`config.mk`:
```
export PLATFORM = sky130hd
export DESIGN_NAME = sensor_frame_crc_decoder_top
export DESIGN_NICKNAME = d
export VERILOG_FILES = /design/src/rtl/scfd_pkg.sv /design/src/rtl/sensor_frame_crc_decoder_top.sv /design/src/rtl/scfd_frame_core.sv
export SDC_FILE = /design/constraint.sdc
export NUM_CORES = 1
export LEC_CHECK = 0
export BUFFER_PORTS_ARGS = -buffer_cell sky130_fd_sc_hd__buf_2
export CAP_MARGIN = 20
export CORE_MARGIN = 3
export CORE_UTILIZATION = 45
export CTS_BUF_LIST = sky130_fd_sc_hd__clkbuf_4 sky130_fd_sc_hd__clkbuf_8
export DETAILED_ROUTE_END_ITERATION = 16
export GPL_ROUTABILITY_DRIVEN = 0
export PLACE_DENSITY = 0.66
export SETUP_SLACK_MARGIN = 0.4
export SYNTH_ARGS = -nofsm -noshare
export SYNTH_HDL_FRONTEND = slang
export SYNTH_SLANG_ARGS = --single-unit
```
`constraint.sdc`:
```
create_clock -name clk -period 3.3 [get_ports clk]
set_clock_uncertainty 0.05 [all_clocks]
set_input_delay 0.825 -clock clk [delete_from_list [all_inputs] [get_ports clk]]
set_output_delay 0.825 -clock clk [all_outputs]
set_load 0.01 [all_outputs]
```
`src/rtl/scfd_pkg.sv`:
```
`default_nettype none
// ----------------------------------------------------------------------------
// Sensor frame CRC decoder package
// Shared types, constants and the CRC-16 byte update used by the decoder.
// ----------------------------------------------------------------------------
package scfd_pkg;

  localparam logic [15:0] CRC_INIT   = 16'hFFFF;
  localparam logic [15:0] CRC_POLY   = 16'hA001;
  localparam logic [7:0]  SIGN_MASK  = 8'h80;
  localparam logic [7:0]  MAG_MASK   = 8'h7F;

  // Byte positions within the eight-byte reply.
  localparam logic [2:0]  POS_HUM_HI = 3'd2;
  localparam logic [2:0]  POS_HUM_LO = 3'd3;
  localparam logic [2:0]  POS_TMP_HI = 3'd4;
  localparam logic [2:0]  POS_TMP_LO = 3'd5;
  localparam logic [2:0]  POS_CRC_LO = 3'd6;
  localparam logic [2:0]  POS_CRC_HI = 3'd7;

  // Frame tracking and held measurement state.
  typedef struct packed {
    logic [2:0]  pos;
    logic [15:0] crc;
    logic [31:0] payload;
    logic [7:0]  rx_crc_lo;
    logic [15:0] humidity;
    logic [15:0] temperature;
  } frame_state_t;

  // One result transaction.
  typedef struct packed {
    logic        crc_ok;
    logic [15:0] humidity;
    logic [15:0] temperature;
    logic [15:0] crc;
  } frame_result_t;

  // Reflected CRC-16 update over one byte, least significant bit first.
  function automatic logic [15:0] crc16_feed(input logic [15:0] crc_in,
                                             input logic [7:0]  data);
    logic [15:0] c;
    c = crc_in ^ {8'h00, data};
    for (int i = 0; i < 8; i++) begin
      if (c[0]) begin
        c = (c >> 1) ^ CRC_POLY;
      end else begin
        c = c >> 1;
      end
    end
    return c;
  endfunction

endpackage : scfd_pkg
`default_nettype wire

```
`src/rtl/sensor_frame_crc_decoder_top.sv`:
```
`default_nettype none
// ----------------------------------------------------------------------------
// Sensor frame CRC decoder
// Checks the CRC-16 of an eight-byte humidity/temperature reply and holds
// the last good humidity and temperature readings.
//
// Usage:
//   Input stream: one reply byte per transaction on in_tdata; in_tuser high
//   marks byte 0 and restarts any partial frame. Without the mark the byte
//   position simply advances and wraps after byte 7.
//   Output stream: one transaction after each byte 7, carrying the check
//   flag on out_tuser and held humidity, held temperature and computed CRC
//   on out_tdata.
//   Throughput: one byte per cycle unless byte 7 must wait on out_tready.
//   Each byte is held in the input register, where the CRC byte update and
//   state update are done; when byte 7 leaves the input register its result
//   is registered in the output register and out_tvalid goes high.
//   Stall: while a result waits on out_tready, bytes that produce no result
//   keep flowing; only the next byte 7 waits in the input register.
//   Reset: position 0, CRC 0xFFFF, held readings zero, both channels empty.
// ----------------------------------------------------------------------------
module sensor_frame_crc_decoder_top (
  input  wire logic        clk,
  input  wire logic        rst_n,
  // Input stream
  input  wire logic        in_tvalid,
  output logic             in_tready,
  input  wire logic [7:0]  in_tdata,   // [7:0] frame_byte
  input  wire logic        in_tuser,   // [0] frame_start
  // Result stream
  output logic             out_tvalid,
  input  wire logic        out_tready,
  output logic [47:0]      out_tdata,  // [15:0] humidity_tenths,
                                       // [31:16] temperature_tenths,
                                       // [47:32] computed_crc
  output logic             out_tuser   // [0] crc_ok
);
  import scfd_pkg::*;

  logic          s1_valid_r;
  logic [7:0]    s1_byte_r;
  logic          s1_start_r;
  frame_state_t  state_r;
  frame_state_t  state_nxt;
  logic          emit;
  frame_result_t result;
  frame_result_t out_res_r;
  logic          out_valid_r;
  logic          s1_advance;

  // Per-byte update logic.
  scfd_frame_core u_core (
    .state       (state_r),
    .frame_byte  (s1_byte_r),
    .frame_start (s1_start_r),
    .state_nxt   (state_nxt),
    .emit        (emit),
    .result      (result)
  );

  // The input stage moves on unless it holds a result the output cannot take.
  assign s1_advance = s1_valid_r && (!emit || !out_valid_r || out_tready);
  assign in_tready  = !s1_valid_r || s1_advance;

  // Input register.
  always_ff @(posedge clk) begin
    if (!rst_n) begin
      s1_valid_r <= 1'b0;
    end else if (in_tready) begin
      s1_valid_r <= in_tvalid;
    end
    if (in_tready && in_tvalid) begin
      s1_byte_r  <= in_tdata;
      s1_start_r <= in_tuser;
    end
  end

  // Frame state, committed when the input stage moves on.
  always_ff @(posedge clk) begin
    if (!rst_n) begin
      state_r.pos         <= 3'd0;
      state_r.crc         <= CRC_INIT;
      state_r.humidity    <= 16'd0;
      state_r.temperature <= 16'd0;
    end else if (s1_advance) begin
      state_r <= state_nxt;
    end
  end

  // Output register.
  always_ff @(posedge clk) begin
    if (!rst_n) begin
      out_valid_r <= 1'b0;
    end else if (s1_advance && emit) begin
      out_valid_r <= 1'b1;
    end else if (out_tready) begin
      out_valid_r <= 1'b0;
    end
    if (s1_advance && emit) begin
      out_res_r <= result;
    end
  end

  assign out_tvalid = out_valid_r;
  assign out_tuser  = out_res_r.crc_ok;
  assign out_tdata  = {out_res_r.crc, out_res_r.temperature, out_res_r.humidity};

endmodule : sensor_frame_crc_decoder_top
`default_nettype wire

```
`src/rtl/scfd_frame_core.sv`:
```
`default_nettype none
// ----------------------------------------------------------------------------
// Sensor frame CRC decoder, per-byte update
// Combinational step: takes one byte and the current frame state, returns
// the next state and, after the last byte, the result transaction.
// ----------------------------------------------------------------------------
module scfd_frame_core (
  input  wire scfd_pkg::frame_state_t  state,
  input  wire logic [7:0]              frame_byte,
  input  wire logic                    frame_start,
  output scfd_pkg::frame_state_t       state_nxt,
  output logic                         emit,
  output scfd_pkg::frame_result_t      result
);
  import scfd_pkg::*;

  logic [2:0]  pos;
  logic [15:0] crc_cur;
  logic [15:0] crc_fed;
  logic [15:0] rx_crc;
  logic        ok;
  logic [14:0] mag;
  logic [15:0] temp_val;

  // A start mark restarts the frame before the byte is taken.
  assign pos      = frame_start ? 3'd0 : state.pos;
  assign crc_cur  = frame_start ? CRC_INIT : state.crc;
  assign crc_fed  = crc16_feed(crc_cur, frame_byte);
  assign rx_crc   = {frame_byte, state.rx_crc_lo};
  assign ok       = (rx_crc == crc_cur);

  // Sign-magnitude temperature to two's complement; negative zero gives zero.
  assign mag      = {state.payload[14:8] & MAG_MASK[6:0], state.payload[7:0]};
  assign temp_val = ((state.payload[15:8] & SIGN_MASK) != 8'h00)
                    ? (16'd0 - {1'b0, mag}) : {1'b0, mag};

  // Next state per byte position.
  always_comb begin
    state_nxt = state;
    emit      = 1'b0;
    if (pos <= POS_TMP_LO) begin
      state_nxt.crc = crc_fed;
      state_nxt.pos = pos + 3'd1;
      unique case (pos)
        POS_HUM_HI: state_nxt.payload[31:24] = frame_byte;
        POS_HUM_LO: state_nxt.payload[23:16] = frame_byte;
        POS_TMP_HI: state_nxt.payload[15:8]  = frame_byte;
        POS_TMP_LO: state_nxt.payload[7:0]   = frame_byte;
        default:    state_nxt.payload        = state.payload;
      endcase
    end else if (pos == POS_CRC_LO) begin
      state_nxt.crc       = crc_cur;
      state_nxt.rx_crc_lo = frame_byte;
      state_nxt.pos       = POS_CRC_HI;
    end else begin
      emit          = 1'b1;
      state_nxt.pos = 3'd0;
      state_nxt.crc = CRC_INIT;
      if (ok) begin
        state_nxt.humidity    = state.payload[31:16];
        state_nxt.temperature = temp_val;
      end
    end
  end

  // Result fields follow the updated held values.
  always_comb begin
    result.crc_ok      = ok;
    result.humidity    = state_nxt.humidity;
    result.temperature = state_nxt.temperature;
    result.crc         = crc_cur;
  end

endmodule : scfd_frame_core
`default_nettype wire

```
==> flow_summary.json <==
{
  "status": "finished clean",
  "rsz0062_at_grt": "false",
  "final_cell_count_no_fill": 830,
  "max_freq_mhz": 359,
  "p_int_mw": 2.82,
  "finalHoldViolCount": 0,
  "synth_edf_count": 98,
  "drv_cap": 0,
  "cts.htree.levels": 4,
  "vias": 4701,
  "holdBufCountCts": 0,
  "clockBufferDepth": 2,
  "postSynthAreaPerCell_um2": 12.0,
  "first_iter_violations": 500,
  "fin_ws_ns": 0.516,
  "tns_ns": 0,
  "port-buffer-count": 63,
  "ys_seq_area_share_pct": 58.7,
  "p_seq_share_pct": 56.5,
  "cts_sinks": 151,
  "combinationalPowerShare_pct": 6.5,
  "worstMarginPinSlew_ns": 0.617,
  "syn_nets": 584,
  "fin_crit_ns": 2.78,
  "finalSetupViolCount": 0,
  "vdd_drop_max_v": 0.000243,
  "final_util_pct": 52.5,
  "pin_count": 64,
  "antenna_found_initial": 0,
  "synth_area_leaders": "edfxtp_1 43%, dfxtp_1 16%, mux2_4 6.6%",
  "viasPerCell": 5.66,
  "grt.total_usage_pct": 18.5,
  "synth-main-ff-cell": "edfxtp_1",
  "start_util_pct": 46.4,
  "numCtsBuffers": 17,
  "n_antenna_cell": 0,
  "cpMaxStageDelayCell": "edfxtp_1",
  "grt_max_degree": 47,
  "grt_first_pass_wirelength_mm": 23.5,
  "yosys_warnings": 0,
  "required_ns": 3.44,
  "start_kind": "register",
  "wl_mm": 15.1,
  "yosys.area.top_type": "edfxtp_1",
  "layout-drive-gt1-share_pct": 25.2,
  "grt_pass1_vias": 4465,
  "netlist_instances": 568,
  "dieArea_um2": 16700,
  "yosysUniqueCellTypes": 50,
  "p_total_mw": 3.70,
  "layout_common_cells": "98 x edfxtp_1, 63 x buf_2, 53 x dfxtp_1",
  "area_delta_synth_final_pct": 13.3,
  "min_path_type": "reg2reg",
  "synth_top_cell_area_share_pct": 43.2,
  "cellLeakagePower_nw": 2.94,
  "ys_ff_latch": 151,
  "fp.dieW_um": 129,
  "dp_cells": 794,
  "slowest_delay_ns": 0.53,
  "cts.reportedPaths.clkPinSlew_ns": 0.08,
  "fin_crit_sh_pct": 84.4,
  "crit_chain": "buf_4 -> or2_1 -> o31ai_1 -> a31oi_1 -> nor4b_4 -> nand4_4 -> buf_6 -> mux2_4",
  "switching_power_mw": 0.877,
  "std_cell_rows": 44,
  "clock_latency_ns": 0.45,
  "synthArstFlopShare_pct": 0,
  "firstDrtPassIters": 5,
  "cp_max_fo": 32,
  "cts_tree": "built",
  "drc_errors": 0,
  "hold_ws_ns": 0.426,
  "pre_cts_ws_ns": 0.282,
  "clkPwrFrac_pct": 37.0,
  "grt_overflow": 0,
  "dp_hpwl_mm": 9.76,
  "netSwitchingFraction_pct": 23.7,
  "p_per_area_nw_per_um2": 479,
  "maxSlewHeadroom_pct": 58.9,
  "dieHeight_um": 129,
  "final_common_cell": "edfxtp_1",
  "maxSlewViolCount": 0,
  "arrival_ns": 2.93,
  "core_area_um2": 14700,
  "syn_area_um2": 6820,
  "final_area_um2": 7720,
  "wl_per_cell_um": 18.2,
  "crit_type": "reg2reg",
  "drtAntennaViolNets": 0,
  "nNetsFinal": 649,
  "end_kind": "register",
  "root_buffer": "clkbuf_8",
  "dpl-instance-area_um2": 7310
}
-- routing by layer --
| metal | part of all wire [%] | track usage (%) |
|---|---|---|
| met4 | 3.1 | 9.51 |
| met2 | 47 | 29.5 |
| met5 | 0 | 0 |
| met3 | 5.4 | 4.45 |
| met1 | 45 | 23.6 |
-- cells in the mapped netlist (2+ instances only) --
cell type  number
a211o_1         2
a211oi_1        5
a21oi_1        42
a31oi_1         5
and2_1          4
and3_1          5
buf_1           2
buf_2           8
buf_4           2
buf_6           5
clkbuf_1       24
dfxtp_1        53
edfxtp_1       98
ha_1            3
inv_1          10
mux2_2          2
mux2_4         30
nand2_1        38
nand2b_1        3
nand3_1        11
nand3b_1       16
nand4_1        20
nor2_1         14
nor2b_1         4
nor3_1         10
nor4_1          3
o21ai_0        48
o22ai_1        14
o31ai_1         9
or2_1           6
or2_2           7
or3_1           6
xnor2_1        27
xor2_1         16
-- state kept, by name, indices dropped and copies added, names as in the netlist --
name / cells
state_r: 91
out_tdata: 48
s1_byte_r: 8
out_tuser: 1
out_tvalid: 1
s1_start_r: 1
s1_valid_r: 1
-- final cells by class --
| cell class | count | area [um2] |
|---|---|---|
| timing repair buffer | 87 | 499 |
| clock buffer | 19 | 249 |
| fill | 1238 | 6980 |
| clock inverter | 13 | 133 |
| tap | 184 | 230 |
| sequential | 151 | 4000 |
| inverter | 10 | 37.5 |
| multi-input combinational | 366 | 2570 |
-- cell families after synthesis --
logic type,Yosys count,synth area share [%]
XOR/XNOR,44,5.87
multiplexers,32,6.94
flip-flops,151,58.7
AO/OA/AOI/OAI,135,11.8
AND/OR/NAND/NOR,152,12.5
adder cells (fa/ha/maj),3,0.551
buffers and inverters,51,3.62
-- worst paths after layout --
kind	cells after the start	slack, ns	to	startpoint
max	8	0.52	out_tdata[19]	s1_start_r
min	2	0.43	state_r[13]	state_r[13]
max reg2reg	8	0.52	out_tdata[19]	s1_start_r
min reg2reg	2	0.43	state_r[13]	state_r[13]
-- power groups by stage --
stage	clock network [mW]	registers, mW	logic, mW
2_1_floorplan	0	2.09	0.190
3_3_place_gp	0	2.13	0.220
3_5_place_dp	0	2.13	0.228
4_1_cts	1.40	2.09	0.234
5_1_grt	1.46	2.09	0.267
6_report	1.37	2.09	0.241
-- what timing repair did --
action,CTS,global route
gates resized for setup,1,0
setup buffers,2,2
cloned,0,0
setup endpoints to repair,33,34
-- worst max-delay path: cells and delay by family, from the launching register on --
kind | cells | cell delay (ns)
AOI/OAI and AO/OA | 2 | 0.32
and+or+nand+nor | 3 | 0.77
DFF | 1 | 0.53
buffers and inverters | 2 | 0.48
muxes | 1 | 0.34
Note: power is estimated with default switching activity, not from simulation.
